### config.mk
export PLATFORM = sky130hd
export DESIGN_NAME = lda_addressing_sequencer_core
export DESIGN_NICKNAME = d
export VERILOG_FILES = /design/src/hdl/lda_pkg.sv /design/src/hdl/lda_addressing_sequencer_core.sv
export VERILOG_INCLUDE_DIRS = /design/src /design/src/hdl
export SDC_FILE = /design/constraint.sdc
export NUM_CORES = 1
export LEC_CHECK = 0
export BUFFER_PORTS_ARGS = -buffer_cell sky130_fd_sc_hd__buf_2
export CORE_UTILIZATION = 53
export CTS_BUF_LIST = sky130_fd_sc_hd__clkbuf_8
export CTS_CLUSTER_SIZE = 28
export DETAILED_ROUTE_END_ITERATION = 16
export HOLD_SLACK_MARGIN = 0.1
export PLACE_DENSITY = 0.83
export SKIP_CTS_REPAIR_TIMING = 1
export SLEW_MARGIN = 20
export SYNTH_ARGS = -nofsm -noshare
export SYNTH_HDL_FRONTEND = slang
export SYNTH_SLANG_ARGS = --single-unit
### constraint.sdc
create_clock -name clk -period 3.4 [get_ports clk]
set_input_delay 0.68 -clock clk [delete_from_list [all_inputs] [get_ports clk]]
set_output_delay 0.68 -clock clk [all_outputs]
set_load 0.03 [all_outputs]
### src/hdl/lda_addressing_sequencer_core_macros.svh
// assertion macros shared by the rtl
`ifndef LDA_ADDRESSING_SEQUENCER_CORE_MACROS_SVH
`define LDA_ADDRESSING_SEQUENCER_CORE_MACROS_SVH

`ifndef ASSERT_OFF

// property checked on every rising edge outside reset
`define LDA_ASSERT_PROP(lbl, prop) \
    lbl: assert property (@(posedge clk) disable iff (!rst_n) (prop)) \
        else $error("lda sequencer check failed");

// condition that must never hold outside reset
`define LDA_ASSERT_NEVER(lbl, cond) \
    lbl: assert property (@(posedge clk) disable iff (!rst_n) !(cond)) \
        else $error("lda sequencer forbidden condition");

`else

`define LDA_ASSERT_PROP(lbl, prop)
`define LDA_ASSERT_NEVER(lbl, cond)

`endif

`endif

### src/hdl/lda_pkg.sv
package lda_pkg;

    typedef enum logic [2:0] {
        PH_IDLE  = 3'd0,
        PH_OP1   = 3'd1,
        PH_OP2   = 3'd2,
        PH_PLO   = 3'd3,
        PH_PHI   = 3'd4,
        PH_FINAL = 3'd5
    } phase_t;

    typedef enum logic [2:0] {
        AM_IMM  = 3'd0,
        AM_ZP   = 3'd1,
        AM_ZPX  = 3'd2,
        AM_ABS  = 3'd3,
        AM_ABSX = 3'd4,
        AM_ABSY = 3'd5,
        AM_INDX = 3'd6,
        AM_INDY = 3'd7
    } addr_mode_t;

    typedef enum logic [1:0] {
        KIND_READ    = 2'd0,
        KIND_DONE    = 2'd1,
        KIND_BAD_OP  = 2'd2,
        KIND_STRAY   = 2'd3
    } kind_t;

    localparam logic MODE_START = 1'b0;

    localparam logic [7:0] OP_LDA_IMM  = 8'hA9;
    localparam logic [7:0] OP_LDA_ZP   = 8'hA5;
    localparam logic [7:0] OP_LDA_ZPX  = 8'hB5;
    localparam logic [7:0] OP_LDA_ABS  = 8'hAD;
    localparam logic [7:0] OP_LDA_ABSX = 8'hBD;
    localparam logic [7:0] OP_LDA_ABSY = 8'hB9;
    localparam logic [7:0] OP_LDA_INDX = 8'hA1;
    localparam logic [7:0] OP_LDA_INDY = 8'hB1;

    function automatic logic [2:0] base_cycles(input addr_mode_t m);
        logic [2:0] c;
        unique case (m)
            AM_IMM:  c = 3'd2;
            AM_ZP:   c = 3'd3;
            AM_INDX: c = 3'd6;
            AM_INDY: c = 3'd5;
            default: c = 3'd4;
        endcase
        return c;
    endfunction

    function automatic logic [1:0] operand_len(input addr_mode_t m);
        logic [1:0] n;
        unique case (m)
            AM_ABS, AM_ABSX, AM_ABSY: n = 2'd2;
            default:                  n = 2'd1;
        endcase
        return n;
    endfunction

endpackage

### src/hdl/lda_addressing_sequencer_core.sv
// LDA addressing sequencer: runs the 6502 load-accumulator instruction in its
// eight addressing modes (immediate, zp, zp,X, abs, abs,X, abs,Y, (zp,X),
// (zp),Y), one bus byte per item. A start item (tuser 0) brings opcode, PC,
// X and Y; each data item (tuser 1) returns the byte for the previous read
// request. Every item gives exactly one result: a read request, a finished
// load with flags, cycle count and next PC, an unsupported opcode, or a stray
// data item seen while idle. Zero-page indexing and pointer fetches wrap in
// page zero. A start item aborts any instruction in progress. The block takes
// one item per clock; its result appears in the output register the cycle
// after acceptance, and a new item is taken whenever that register is empty
// or being drained in the same cycle.
`include "lda_addressing_sequencer_core_macros.svh"

module lda_addressing_sequencer_core
    import lda_pkg::*;
(
    input  logic        clk,
    input  logic        rst_n,
    input  logic        s_tvalid,
    output logic        s_tready,
    input  logic [47:0] s_tdata,   // opcode, start_pc, index_x, index_y, read_data
    input  logic [0:0]  s_tuser,   // mode
    output logic        m_tvalid,
    input  logic        m_tready,
    output logic [47:0] m_tdata,   // bus_address, acc_value, zero_flag, negative_flag,
                                   // cycle_count, next_pc, zero padding
    output logic [1:0]  m_tuser    // kind
);

    logic [7:0]  in_opcode;
    logic [15:0] in_start_pc;
    logic [7:0]  in_x;
    logic [7:0]  in_y;
    logic [7:0]  in_data;
    logic        in_accept;

    phase_t      phase_reg, phase_next;
    addr_mode_t  addr_mode_reg, addr_mode_next;
    logic [15:0] saved_pc_reg, saved_pc_next;
    logic [7:0]  saved_x_reg, saved_x_next;
    logic [7:0]  saved_y_reg, saved_y_next;
    logic [7:0]  low_byte_reg, low_byte_next;
    logic [15:0] work_address_reg, work_address_next;
    logic        page_crossed_reg, page_crossed_next;

    logic        out_valid_reg;
    kind_t       kind_reg, kind_next;
    logic [15:0] bus_address_reg, bus_address_next;
    logic [7:0]  acc_reg, acc_next;
    logic        zero_reg, zero_next;
    logic        neg_reg, neg_next;
    logic [2:0]  cycles_reg, cycles_next;
    logic [15:0] next_pc_reg, next_pc_next;

    logic        finish;
    logic [15:0] full_addr;
    logic [7:0]  index_sel;
    logic [15:0] indexed_addr;
    addr_mode_t  decoded_mode;
    logic        decode_ok;

    assign in_opcode   = s_tdata[7:0];
    assign in_start_pc = s_tdata[23:8];
    assign in_x        = s_tdata[31:24];
    assign in_y        = s_tdata[39:32];
    assign in_data     = s_tdata[47:40];

    assign s_tready  = !out_valid_reg || m_tready;
    assign in_accept = s_tvalid && s_tready;

    // pointer or operand high byte joined with the saved low byte
    assign full_addr    = {in_data, low_byte_reg};
    assign index_sel    = (addr_mode_reg == AM_ABSX) ? saved_x_reg : saved_y_reg;
    assign indexed_addr = full_addr + {8'd0, index_sel};

    always_comb
    begin
        decode_ok    = 1'b1;
        decoded_mode = AM_IMM;
        unique case (in_opcode)
            OP_LDA_IMM:  decoded_mode = AM_IMM;
            OP_LDA_ZP:   decoded_mode = AM_ZP;
            OP_LDA_ZPX:  decoded_mode = AM_ZPX;
            OP_LDA_ABS:  decoded_mode = AM_ABS;
            OP_LDA_ABSX: decoded_mode = AM_ABSX;
            OP_LDA_ABSY: decoded_mode = AM_ABSY;
            OP_LDA_INDX: decoded_mode = AM_INDX;
            OP_LDA_INDY: decoded_mode = AM_INDY;
            default:     decode_ok    = 1'b0;
        endcase
    end

    always_comb
    begin
        phase_next        = phase_reg;
        addr_mode_next    = addr_mode_reg;
        saved_pc_next     = saved_pc_reg;
        saved_x_next      = saved_x_reg;
        saved_y_next      = saved_y_reg;
        low_byte_next     = low_byte_reg;
        work_address_next = work_address_reg;
        page_crossed_next = page_crossed_reg;
        kind_next         = KIND_READ;
        bus_address_next  = 16'd0;
        finish            = 1'b0;

        if (s_tuser[0] == MODE_START)
        begin
            if (!decode_ok)
            begin
                phase_next = PH_IDLE;
                kind_next  = KIND_BAD_OP;
            end
            else
            begin
                addr_mode_next    = decoded_mode;
                saved_pc_next     = in_start_pc;
                saved_x_next      = in_x;
                saved_y_next      = in_y;
                low_byte_next     = 8'd0;
                work_address_next = 16'd0;
                page_crossed_next = 1'b0;
                bus_address_next  = in_start_pc;
                phase_next        = PH_OP1;
            end
        end
        else
        begin
            unique case (phase_reg)
                PH_OP1:
                begin
                    unique case (addr_mode_reg)
                        AM_IMM:
                            finish = 1'b1;
                        AM_ZP:
                        begin
                            work_address_next = {8'd0, in_data};
                            bus_address_next  = {8'd0, in_data};
                            phase_next        = PH_FINAL;
                        end
                        AM_ZPX:
                        begin
                            work_address_next = {8'd0, in_data + saved_x_reg};
                            bus_address_next  = {8'd0, in_data + saved_x_reg};
                            phase_next        = PH_FINAL;
                        end
                        AM_INDX:
                        begin
                            work_address_next = {8'd0, in_data + saved_x_reg};
                            bus_address_next  = {8'd0, in_data + saved_x_reg};
                            phase_next        = PH_PLO;
                        end
                        AM_INDY:
                        begin
                            work_address_next = {8'd0, in_data};
                            bus_address_next  = {8'd0, in_data};
                            phase_next        = PH_PLO;
                        end
                        default:
                        begin
                            low_byte_next    = in_data;
                            bus_address_next = saved_pc_reg + 16'd1;
                            phase_next       = PH_OP2;
                        end
                    endcase
                end
                PH_OP2, PH_PHI:
                begin
                    if (addr_mode_reg == AM_ABSX || addr_mode_reg == AM_ABSY ||
                        addr_mode_reg == AM_INDY)
                    begin
                        work_address_next = indexed_addr;
                        page_crossed_next = indexed_addr[15:8] != full_addr[15:8];
                        bus_address_next  = indexed_addr;
                    end
                    else
                    begin
                        work_address_next = full_addr;
                        bus_address_next  = full_addr;
                    end
                    phase_next = PH_FINAL;
                end
                PH_PLO:
                begin
                    // high pointer byte wraps within page zero
                    low_byte_next    = in_data;
                    bus_address_next = {8'd0, work_address_reg[7:0] + 8'd1};
                    phase_next       = PH_PHI;
                end
                PH_FINAL:
                    finish = 1'b1;
                default:
                    kind_next = KIND_STRAY;
            endcase
        end

        if (finish)
        begin
            kind_next  = KIND_DONE;
            phase_next = PH_IDLE;
        end
    end

    always_comb
    begin
        acc_next     = 8'd0;
        zero_next    = 1'b0;
        neg_next     = 1'b0;
        cycles_next  = 3'd0;
        next_pc_next = 16'd0;
        if (finish)
        begin
            acc_next     = in_data;
            zero_next    = in_data == 8'd0;
            neg_next     = in_data[7];
            cycles_next  = base_cycles(addr_mode_reg) + {2'd0, page_crossed_reg};
            next_pc_next = saved_pc_reg + {14'd0, operand_len(addr_mode_reg)};
        end
    end

    always_ff @(posedge clk or negedge rst_n)
    begin
        if (!rst_n)
        begin
            phase_reg        <= PH_IDLE;
            addr_mode_reg    <= AM_IMM;
            saved_pc_reg     <= 16'd0;
            saved_x_reg      <= 8'd0;
            saved_y_reg      <= 8'd0;
            low_byte_reg     <= 8'd0;
            work_address_reg <= 16'd0;
            page_crossed_reg <= 1'b0;
            out_valid_reg    <= 1'b0;
        end
        else
        begin
            if (s_tready)
            begin
                out_valid_reg <= s_tvalid;
            end
            if (in_accept)
            begin
                phase_reg        <= phase_next;
                addr_mode_reg    <= addr_mode_next;
                saved_pc_reg     <= saved_pc_next;
                saved_x_reg      <= saved_x_next;
                saved_y_reg      <= saved_y_next;
                low_byte_reg     <= low_byte_next;
                work_address_reg <= work_address_next;
                page_crossed_reg <= page_crossed_next;
            end
        end
    end

    always_ff @(posedge clk)
    begin
        if (in_accept)
        begin
            kind_reg        <= kind_next;
            bus_address_reg <= bus_address_next;
            acc_reg         <= acc_next;
            zero_reg        <= zero_next;
            neg_reg         <= neg_next;
            cycles_reg      <= cycles_next;
            next_pc_reg     <= next_pc_next;
        end
    end

    assign m_tvalid = out_valid_reg;
    assign m_tuser  = kind_reg;
    assign m_tdata  = {3'd0, next_pc_reg, cycles_reg, neg_reg, zero_reg,
                       acc_reg, bus_address_reg};

    // finished loads report a plausible cycle count
    `LDA_ASSERT_PROP(a_done_cycles,
        (out_valid_reg && kind_reg == KIND_DONE) |-> (cycles_reg >= 3'd2 && cycles_reg <= 3'd6))
    // zero flag agrees with the loaded value
    `LDA_ASSERT_PROP(a_zero_flag,
        (out_valid_reg && kind_reg == KIND_DONE) |-> (zero_reg == (acc_reg == 8'd0)))
    // a finished or rejected instruction leaves the sequencer idle
    `LDA_ASSERT_PROP(a_idle_after_end,
        (in_accept && (kind_next == KIND_DONE || kind_next == KIND_BAD_OP))
            |=> (phase_reg == PH_IDLE))
    // page penalty only in indexed modes that can cross
    `LDA_ASSERT_NEVER(a_page_mode,
        page_crossed_reg && addr_mode_reg != AM_ABSX && addr_mode_reg != AM_ABSY &&
        addr_mode_reg != AM_INDY)
    // pointer fetch phases only in indirect modes
    `LDA_ASSERT_NEVER(a_ptr_mode,
        (phase_reg == PH_PLO || phase_reg == PH_PHI) &&
        addr_mode_reg != AM_INDX && addr_mode_reg != AM_INDY)

endmodule

==> metrics.md, run 1 <==
| Metric | Value |
|---|---|
| Layout Nets | 886 |
| Cell leakage power | 3.23 nW |
| Die Ht | 113 um |
| Synth warnings | 0 |
| DRC violations left | 0 |
| Tightest Hold Check Type | in -> async |
| First-pass GRT wire length | 26.6 mm |
| CTS H-tree depth | 3 |
| Synthesis-to-layout area growth | 11.1% |
| Max_slew headroom | 49.6% |
| Int Pwr | 2.05 mW |
| Switching power | 1.15 mW |
| Sequential share of power | 50.3% |
| Seq cells post-synth | 102 |
| Detailed Place HPWL | 12.5 mm |
| CP Max Fanout | 8 |
| Status | completed |
| Clock latency on the worst-skew pair | 390 ps |
| Critical path class | reg -> reg |
| Switch share | 35.9% |
| Top FF cell, synth | dfrtp_1 |
| Worst-Margin Slew | 756 ps |
| CTS root buffer | clkbuf_8 |
| Max-slew violations | 0 |
| Vias/cell | 5.89 |
| CP startpoint kind | flip-flop |
| Setup_tns | 0 ps |
| Worst Setup End Kind | flip-flop |
| Top achievable clock speed | 322 MHz |
| Worst Path Arrival | 3250 ps |
| Clk buf depth | 2 |
| Number of global-route vias before repair | 5214 |
| Gate power share | 29.3% |
| Via count | 5768 |
| Total GRT Usage | 27.2% |
| Remaining antenna violation count | 0 |
| WL/cell | 17.4 um |
| Initial Utilization | 54.5% |
| Worst path cell trace | nand2b_1, nor2_2, buf_4, mux2_2, ha_1, a21oi_1, nand2_1, o21ai_0, xor2_1, o21ai_0 |
| XOR/XNOR Fraction of Synth Area | 7.28% |
| Final wirelength | 17.0 mm |
| CP dominant cell by count | o21ai_0 |
| GRT overflow | 0 |
| CTS buffer count | 9 |
| Fraction of layout cells with a size suffix above 1 | 18.7% |
| Power per standard cell area | 438 mW/mm^2 |
| Largest net degree at the start of global routing | 57 |
| Area of the mapped netlist | 0.00657 mm^2 |
| Standard-cell row count | 40 |
| Max-cap violations | 0 |
| RSZ-0062 raised after global routing | no |
| CP required | 3540 ps |
| Worst Clk Skew | 10.5 ps |
| CTS tree | built |
| CTS Sinks | 102 |
| Number of library cell types mapped by synthesis | 72 |
| Clock transition at path regs | 90 ps |
| Die ar. | 0.0128 mm^2 |
| Period utilization | 91.4% |
| I/O Pins | 105 |
| Critical path's slowest cell | a21oi_1 |
| Mapped Avg Cell Area | 8.97 um^2 |
| Seq/Total Area, Yosys | 42.4% |
| Fill cells | 1049 |
| Pre-CTS WS | 197 ps |
| Final setup violation count | 0 |
| Final hold violations | 0 |
| Post-synthesis mux area share | 2.65% |
| ANT cells | 0 |
| Gate Count Post-Synth | 732 |
| Final Critical Period | 3110 ps |
| Gp weighted congestion | 0.946 |
| Slowest cell delay on critical path | 420 ps |
| Peak supply drop | 0.000225 V |
| Compound-gate portion of the synthesized area | 15.9% |
| Synth Area in Simple Gates | 21.9% |
| Core area | 0.0121 mm^2 |
| Main combinational cell family by area after synthesis | simple AND/OR/NAND/NOR gates |
| Synth Area in Adders | 5.10% |
| Worst Slack Setup Final | 291 ps |
| Antenna violations before repair | 0 |
| Clock share of power | 20.3% |
| Die Width | 113 um |
| DRT iter0 DRCs | 476 |
| Port Buffer Count | 101 |
| Post-synth EDFFs | 46 |
| Drt first pass iters | 5 |
| Post-synth ARST share | 54.9% |
==> synth_stat cells (all sizes together), types with 3 or more instances <==
cell	instances	share of area, %
and2b	3	0.34
nor3	9	0.69
nor4	3	0.29
or2	5	0.51
ha	22	4.2
a21oi	35	2.7
a31oi	4	0.38
nor2	40	2.4
mux2i	5	0.76
mux2	11	1.9
and3	9	0.93
a32o	3	0.46
o22ai	7	0.67
a22oi	8	0.91
nand2	168	9.6
inv	9	0.51
fa	3	0.91
nand4	12	1.4
or3	8	0.76
nand3	21	1.6
xnor2	18	2.4
nor2b	3	0.29
o21ai	52	4.0
a221oi	4	0.53
xor2	34	4.5
and2	16	1.5
o21a	3	0.34
nand2b	10	0.95
a211oi	6	0.84
o31ai	4	0.46
a21o	5	0.57
buf	30	2.8
edfxtp	46	21
clkbuf	24	1.4
o211ai	5	0.57
dfrtp	56	21
==> path summary, 6_finish.rpt <==
check                      cells after the start  slack (ps)              from                   to
min in group clk                               3         470       s_tdata[26]       saved_x_reg[2]
min                                            2         430             rst_n     page_crossed_reg
max                                           10         290  addr_mode_reg[1]  bus_address_reg[11]
min reg2reg                                    2         490    saved_y_reg[1]       saved_y_reg[1]
max reg2reg                                   10         290  addr_mode_reg[1]  bus_address_reg[11]
max in group asynchronous                      2        2460             rst_n      saved_pc_reg[7]
==> cell families (layout without fill, tap and decap cells) <==
family / count (synthesis) / count (layout)
adder cells (fa/ha/maj): 25 / 25
AND/OR/NAND/NOR: 312 / 312
buffers and inverters: 63 / 141
multiplexers: 16 / 16
AO/OA/AOI/OAI: 160 / 160
XOR/XNOR: 53 / 53
flip-flops: 102 / 102
other: 1 / 3
==> stage by stage <==
step	hold slack (ps)	instances	cell area, um^2	power (mW)	utilization, %
6_report	435	980	7300	3.20	60.5
5_1_grt	469	980	7300	3.35	60.5
4_1_cts	448	980	7300	3.18	60.5
3_5_place_dp	471	965	7150	2.55	59.3
3_3_place_gp	462	965	7150	2.53	59.3
2_1_floorplan	384	734	6580	2.28	-
==> placed cells by master (no fill, tap or decap), types with 9 or more instances in the layout <==
master	count
mux2_2	11
o21ai_0	48
clkbuf_8	9
nand3_1	21
nand2_1	168
nor3_1	9
a21oi_1	35
buf_2	101
and2_1	15
nor2_1	38
nand4_1	11
edfxtp_1	46
xor2_1	34
xnor2_1	18
nand2b_1	10
dfrtp_1	56
inv_1	15
buf_4	15
ha_1	22
==> worst max-delay path: cells and delay by family, from the launching register on <==
family | cells | cell delay, ps
muxes | 1 | 340
adders and majority gates | 1 | 370
AOI/OAI and AO/OA | 3 | 770
DFF | 1 | 380
buffers and inverters | 1 | 190
xor gates and xnor gates | 1 | 170
and+or+nand+nor | 3 | 650
==> power by group through the flow <==
stage | logic, mW | registers (mW) | clock network, mW
finish | 0.938 | 1.61 | 0.649
global route | 1.02 | 1.63 | 0.701
CTS | 0.922 | 1.60 | 0.654
global placement | 0.901 | 1.63 | 0
detailed placement | 0.916 | 1.63 | 0
floorplan | 0.633 | 1.64 | 0
==> layer usage <==
layer  routed length (um)  GRT usage (%)  vias to the layer above
met5                    0              0                        -
met2                 7960           43.5                      277
met4                  691           12.3                        0
met3                 1240           5.84                       55
met1                 7130           35.5                     2704
li1                     -              -                     2732
==> cell type report <==
type / count / area (um^2) / share of cell area (%)
Timing Repair Buffer: 117 / 638 / 8.74
Sequential cell: 102 / 2780 / 38.1
Tap cell: 168 / 210 / 2.88
Multi-Input combinational cell: 569 / 3490 / 47.8
Inverter: 9 / 33.8 / 0.463
Clock inverter: 6 / 22.5 / 0.309
Clock buffer: 9 / 124 / 1.70
Note: power is estimated with default switching activity, not from simulation.
==> run 2, diff against run 1 <==
- ABC_AREA: not set -> 1
- CORE_UTILIZATION: 53 -> 54
- PLACE_DENSITY: 0.83 -> 0.85
==> metrics.md, run 2 <==
| Metric | Value |
|---|---|
| Worst Clk Skew | 17.2 ps (+6.72 ps) |
| Setup_tns | 0 ps (unchanged) |
| Final Critical Period | 2960 ps (-147 ps) |
| Seq/Total Area, Yosys | 41.2% (-1.1 points) |
| Seq cells post-synth | 102 (unchanged) |
| Synthesis-to-layout area growth | 12.4% |
| Die Ht | 114 um (+0.39%) |
| Synth warnings | 0 (unchanged) |
| Detailed Place HPWL | 14.3 mm (+14%) |
| Largest net degree at the start of global routing | 33 (-42%) |
| Fill cells | 1109 (+5.7%) |
| R2R Path Start | addr_mode_reg[2] |
| Post-synth top cells | nand2_1 (329), inv_1 (101), nand3_1 (82) |
| Cell leakage power | 3.90 nW (+21%) |
| Most common cell after layout, fill and taps aside | nand2_1 |
| CTS root buffer | clkbuf_8 |
| CTS Sinks | 102 (unchanged) |
| Worst-Margin Slew | 766 ps (+10.1 ps) |
| First-pass GRT wire length | 29.5 mm (+11%) |
| Initial Utilization | 55.7% (+1.2 points) |
| Drt first pass iters | 5 (unchanged) |
| GRT overflow | 0 (unchanged) |
| Synth area leaders | dfrtp_1 (21%), edfxtp_1 (20%), nand2_1 (18%), nand3_1 (6.1%), inv_1 (5.6%) |
| Status | completed |
| CTS tree | built |
| Number of library cell types mapped by synthesis | 43 (-40%) |
| Peak supply drop | 0.000329 V (+46%) |
| CP startpoint kind | flip-flop |
| DRT iter0 DRCs | 679 (+43%) |
| Top FF cell, synth | dfrtp_1 |
| Remaining antenna violation count | 0 (unchanged) |
| Max_slew headroom | 48.9% (-0.67 points) |
| Reg2Reg Capture Point | next_pc_reg[15] |
| Gate Count Post-Synth | 922 (+26%) |
| CTS H-tree depth | 3 (unchanged) |
| Worst Setup End Kind | flip-flop |
| Commonest cells after routing, fill and taps aside | nand2_1 (329), inv_1 (101), buf_2 (101) |
| Mapped Avg Cell Area | 7.32 um^2 (-18%) |
| Critical path class | reg -> reg |
| Die Width | 114 um (+0.39%) |
| Final core utilization | 62.6% (+2.1 points) |
| Core area | 0.0121 mm^2 (+0.41%) |
| Die ar. | 0.0129 mm^2 (+0.79%) |
| Via count | 6543 (+13%) |
| Most frequent cell after synthesis | nand2_1 |
| R2R depth | 13 (+3) |
| Worst Path Arrival | 3090 ps (-160 ps) |
| Area of the mapped netlist | 0.00675 mm^2 (+2.7%) |
| Share of the synthesized area in the top cell type | 20.8% (-0.56 points) |
| Fraction of layout cells with a size suffix above 1 | 16.2% (-2.6 points) |
| Period utilization | 87.1% (-4.3 points) |
| RSZ-0062 raised after global routing | no |
| Max-slew violations | 0 (unchanged) |
| Clock transition at path regs | 100 ps (about the same) |
| I/O Pins | 105 (unchanged) |
| Total GRT Usage | 30.2% (+3.0 points) |
| Tightest Hold Check Type | in -> async |
| ANT cells | 0 (unchanged) |
| Number of global-route vias before repair | 5872 (+13%) |
| Reg-to-reg slack, setup | 440 ps (+150 ps) |
| Post-synth ARST share | 54.9% (unchanged) |
| Clock latency on the worst-skew pair | 400 ps (about the same) |
| WL/cell | 15.6 um (-10%) |
| Max-cap violations | 0 (unchanged) |
| CTS buffer count | 9 (unchanged) |
| Final setup violation count | 0 (unchanged) |
| Port Buffer Count | 101 (unchanged) |
| Power per standard cell area | 603 mW/mm^2 (+38%) |
| Final wirelength | 18.6 mm (+9.1%) |
| Standard-cell row count | 40 (unchanged) |
| Final hold violations | 0 (unchanged) |
| Layout Nets | 1094 (+23%) |
| Post-synth top area cell | dfrtp_1 |
| Vias/cell | 5.50 (-6.5%) |
| CP Max Fanout | 12 (+4) |
| Gp weighted congestion | 0.949 (+0.36%) |
| DRC violations left | 0 (unchanged) |
| Clk buf depth | 2 (unchanged) |
| Antenna violations before repair | 0 (unchanged) |
| Top achievable clock speed | 338 MHz (+5.0%) |
| CP required | 3530 ps (about the same) |
| Post-synth EDFFs | 46 (unchanged) |
run 2: cell count changes after synthesis, sizes merged, moves of 22 or more:
cell,before,now
inv,9,110
nand2,168,333
nor2,40,67
o21ai,52,75
nand3,21,88
xor2,34,12
run 2: kinds of logic (layout without fill, tap and decap cells):
group | count (synthesis) | after routing | synth area share (%)
adders and majority gates | 25 | 25 | 4.97
buffers and inverters | 141 | 238 | 9.07
other | 1 | 3 | 0.0556
xor gates and xnor gates | 15 | 15 | 1.95
and+or+nand+nor | 508 | 508 | 31.9
AOI/OAI and AO/OA | 130 | 130 | 10.8
DFF | 102 | 102 | 41.2
run 2: metrics by stage:
stage	total power [mW]	instance area (um^2)	cells	hold slack (ps)	setup slack, ps
final	4.57	7580	1189	353	438
after global routing	4.88	7580	1189	397	227
after CTS	4.54	7580	1189	352	526
after detailed placement	3.73	7370	1173	468	562
after global placement	3.68	7370	1173	459	592
after floorplan	3.16	6750	924	384	526
run 2: critical path, stage by stage, from the launching register on:
cell	delay [ps]
dfrtp_1	450
nor2_1	250
nand2_1	160
nand3_2	280
inv_2	160
ha_1	310
nand3_1	90
nand2_1	110
nand3_1	160
nor2_1	290
inv_1	90
nor2_1	120
xor2_1	160
nor2_1	50
run 2: layer usage:
metal	vias to the layer above	share of wire (%)	global-route usage, %	routed length (um)
li1	3158	-	-	-
met1	2979	43	41.7	7950
met2	350	44	46.9	8250
met3	56	9.4	4.89	1750
met4	0	3.3	13.6	605
met5	-	0	0	0
run 2: worst max path at each step:
stage / start / endpoint / slack (ps) / cells after the start
finish: addr_mode_reg[2] / next_pc_reg[15] / 440 / 13
global route: addr_mode_reg[2] / next_pc_reg[15] / 230 / 13
CTS: addr_mode_reg[2] / next_pc_reg[15] / 530 / 13
detailed placement: addr_mode_reg[2] / next_pc_reg[15] / 560 / 13
global placement: addr_mode_reg[2] / next_pc_reg[15] / 590 / 13
floorplan: m_tready / low_byte_reg[6] / 530 / 8
run 2: layout make-up:
type	instances	area [um^2]	area share, %
Tap cell	168	210	2.77
Inverter	110	415	5.48
Timing Repair Buffer	112	601	7.92
Clock inverter	6	68.8	0.908
Sequential cell	102	2780	36.7
Clock buffer	10	138	1.82
Multi-Input combinational cell	681	3360	44.4
run 2: power by group:
| part | total (mW) | switching (mW) | leakage, nW | internal, mW |
|---|---|---|---|---|
| Clock | 0.813 | 0.448 | 0.109 | 0.366 |
| Sequential | 1.75 | 0.203 | 1.13 | 1.55 |
| Combinational | 2.01 | 1.37 | 2.66 | 0.635 |
==> run 3, diff against run 2 <==
- RECOVER_POWER: not set -> 25
==> metrics.md, run 3 (synthesized netlist as in run 2, its figures left out) <==
| Metric | Value |
|---|---|
| Fraction of layout cells with a size suffix above 1 | 15.9% (-0.29 points) |
| Grt met3 use | 4.89% (unchanged) |
| Tightest Hold Check Type | in -> reg |
| Reg-to-reg slack, setup | 440 ps (about the same) |
| Gate power share | 44.0% (about the same) |
| Port Buffer Count | 101 (unchanged) |
| GR Util met2 | 46.9% (unchanged) |
| CP required | 3530 ps (about the same) |
| Switch share | 44.3% (+0.048 points) |
| Top achievable clock speed | 337 MHz (about the same) |
| Cell leakage power | 3.89 nW (-0.13%) |
| Worst Clk Skew | 16.2 ps (-0.950 ps) |
| Die Width | 114 um (unchanged) |
| Number of global-route vias before repair | 5872 (unchanged) |
| Final wirelength | 18.6 mm (+0.39%) |
| Status | complete, but fails checks |
| Clock latency on the worst-skew pair | 400 ps (about the same) |
| CTS tree | built |
| Gp weighted congestion | 0.949 (unchanged) |
| Sequential share of power | 38.2% (about the same) |
| DRC violations left | 0 (unchanged) |
| WL/cell | 15.7 um (+0.39%) |
| Cell Area, Placed | 0.00737 mm^2 (unchanged) |
| Initial Utilization | 55.7% (unchanged) |
| DRT iter0 DRCs | 677 (-0.29%) |
| Top Family by Delay on Critical Path | simple AND/OR/NAND/NOR gates |
| I/O Pins | 105 (unchanged) |
| CP Max Fanout | 12 (unchanged) |
| CTS H-tree depth | 3 (unchanged) |
| Reg2Reg Capture Point | next_pc_reg[15] |
| First-pass GRT wire length | 29.5 mm (unchanged) |
| Vias/cell | 5.49 (-0.31%) |
| CP startpoint kind | flip-flop |
| Critical path's slowest cell | dfrtp_1 |
| Critical path class | reg -> reg |
| Worst Setup SP | addr_mode_reg[2] |
| Failing checks | max-capacitance violations, max-slew violations |
| Most common cell after layout, fill and taps aside | nand2_1 |
| CP dominant cell by count | nor2_1 |
| Power per standard cell area | 604 mW/mm^2 (+0.14%) |
| CTS root buffer | clkbuf_8 |
| Peak supply drop | 0.000327 V (-0.50%) |
| Total GRT Usage | 30.2% (unchanged) |
| CP Buf/Inv Count | 2 (unchanged) |
| Drt first pass iters | 5 (unchanged) |
| Synthesis-to-layout area growth | 12.3% (about the same) |
| Top Usage Layer GRT | met2 |
| Met1 Use GR | 41.7% (unchanged) |
| Die Ht | 114 um (unchanged) |
| Switching power | 2.03 mW (+0.18%) |
| Max-slew violations | 32 (+32) |
| RSZ-0062 raised after global routing | no |
| Slowest cell delay on critical path | 450 ps (about the same) |
| Worst Path Arrival | 3100 ps (about the same) |
| Via count | 6523 (-0.31%) |
| Clock transition at path regs | 100 ps (about the same) |
| Int Pwr | 2.55 mW (about the same) |
| Max-cap violations | 1 (+1) |
| Max_slew headroom | -22.2% (-71 points) |
| Remaining antenna violation count | 0 (unchanged) |
| Final setup violation count | 0 (unchanged) |
| Setup_tns | 0 ps (unchanged) |
| Clk buf depth | 2 (unchanged) |
| Worst path cell trace | nor2_1, nand2_1, nand3_2, inv_2, ha_1, nand3_1, nand2_1, nand3_1, nor2_1, inv_1, nor2_1, xor2_1, nor2_1 |
| Worst-Margin Slew | 1830 ps (+1070 ps) |
| Clock share of power | 17.7% (about the same) |
| CTS Sinks | 102 (unchanged) |
| GRT overflow | 0 (unchanged) |
| CTS buffer count | 9 (unchanged) |
| Final Critical Period | 2960 ps (+2.68 ps) |
| Die ar. | 0.0129 mm^2 (unchanged) |
| Final instance area | 0.00757 mm^2 (about the same) |
| Detailed Place HPWL | 14.3 mm (unchanged) |
| Core area | 0.0121 mm^2 (unchanged) |
| R2R depth | 13 (unchanged) |
| Layout Nets | 1094 (unchanged) |
| R2R Path Start | addr_mode_reg[2] |
| CP Capture Point | next_pc_reg[15] |
| Commonest cells after routing, fill and taps aside | nand2_1 (329), inv_1 (102), buf_2 (100) |
| Largest net degree at the start of global routing | 33 (unchanged) |
| Worst Setup End Kind | flip-flop |
| ANT cells | 0 (unchanged) |
| Antenna violations before repair | 0 (unchanged) |
| Critical Path Stages | 13 (unchanged) |
| Period utilization | 87.2% (about the same) |
| Standard-cell row count | 40 (unchanged) |
| Final hold violations | 0 (unchanged) |
## run 3: cell type report
class                   count  area [um^2]
fillers                  1109         4540
multi-input cells         681         3360
flip-flops and latches    102         2780
repair buffers            112          596
inverters                 110          415
well taps                 168          210
clock buffers              10          138
clock inverters             6         68.8
## run 3: routing by layer
layer | share of wire (%) | wire [um]
met4 | 3.1 | 573
met3 | 10 | 1870
met5 | 0 | 0
met1 | 42 | 7900
met2 | 44 | 8290
## run 3: how the worst min path moves through the flow
stage                               from          endpoint  slack, ps  cells past startpoint
after floorplan                    rst_n  addr_mode_reg[0]        380                      0
after global placement    saved_y_reg[7]    saved_y_reg[7]        460                      2
after detailed placement  saved_y_reg[7]    saved_y_reg[7]        470                      2
after CTS                          rst_n   saved_pc_reg[8]        350                      1
after global routing         s_tdata[34]    saved_y_reg[2]        490                      3
final                        s_tdata[32]    saved_y_reg[0]        480                      3
## run 3: worst min-delay path, cell delays in order
cell and delay [ps]:
buf_2 70, nand2_1 40, nand2_1 50
## run 3: metrics by stage
step / worst slack (ps) / hold WS (ps) / util, % / power, mW / cells
2_1_floorplan: 526 / 384 / - / 3.16 / 924
5_1_grt: 227 / 495 / 62.5 / 4.87 / 1189
6_report: 436 / 485 / 62.5 / 4.58 / 1189
3_3_place_gp: 592 / 459 / 60.9 / 3.68 / 1173
4_1_cts: 526 / 352 / 62.6 / 4.54 / 1189
3_5_place_dp: 562 / 468 / 60.9 / 3.73 / 1173
## run 3: power groups by stage
stage          clock [mW]  sequential (mW)  combinational (mW)
2_1_floorplan           0             1.83                1.32
3_3_place_gp            0             1.76                1.92
3_5_place_dp            0             1.77                1.96
4_1_cts             0.822             1.74                1.98
5_1_grt             0.868             1.78                2.23
6_report            0.812             1.75                2.02
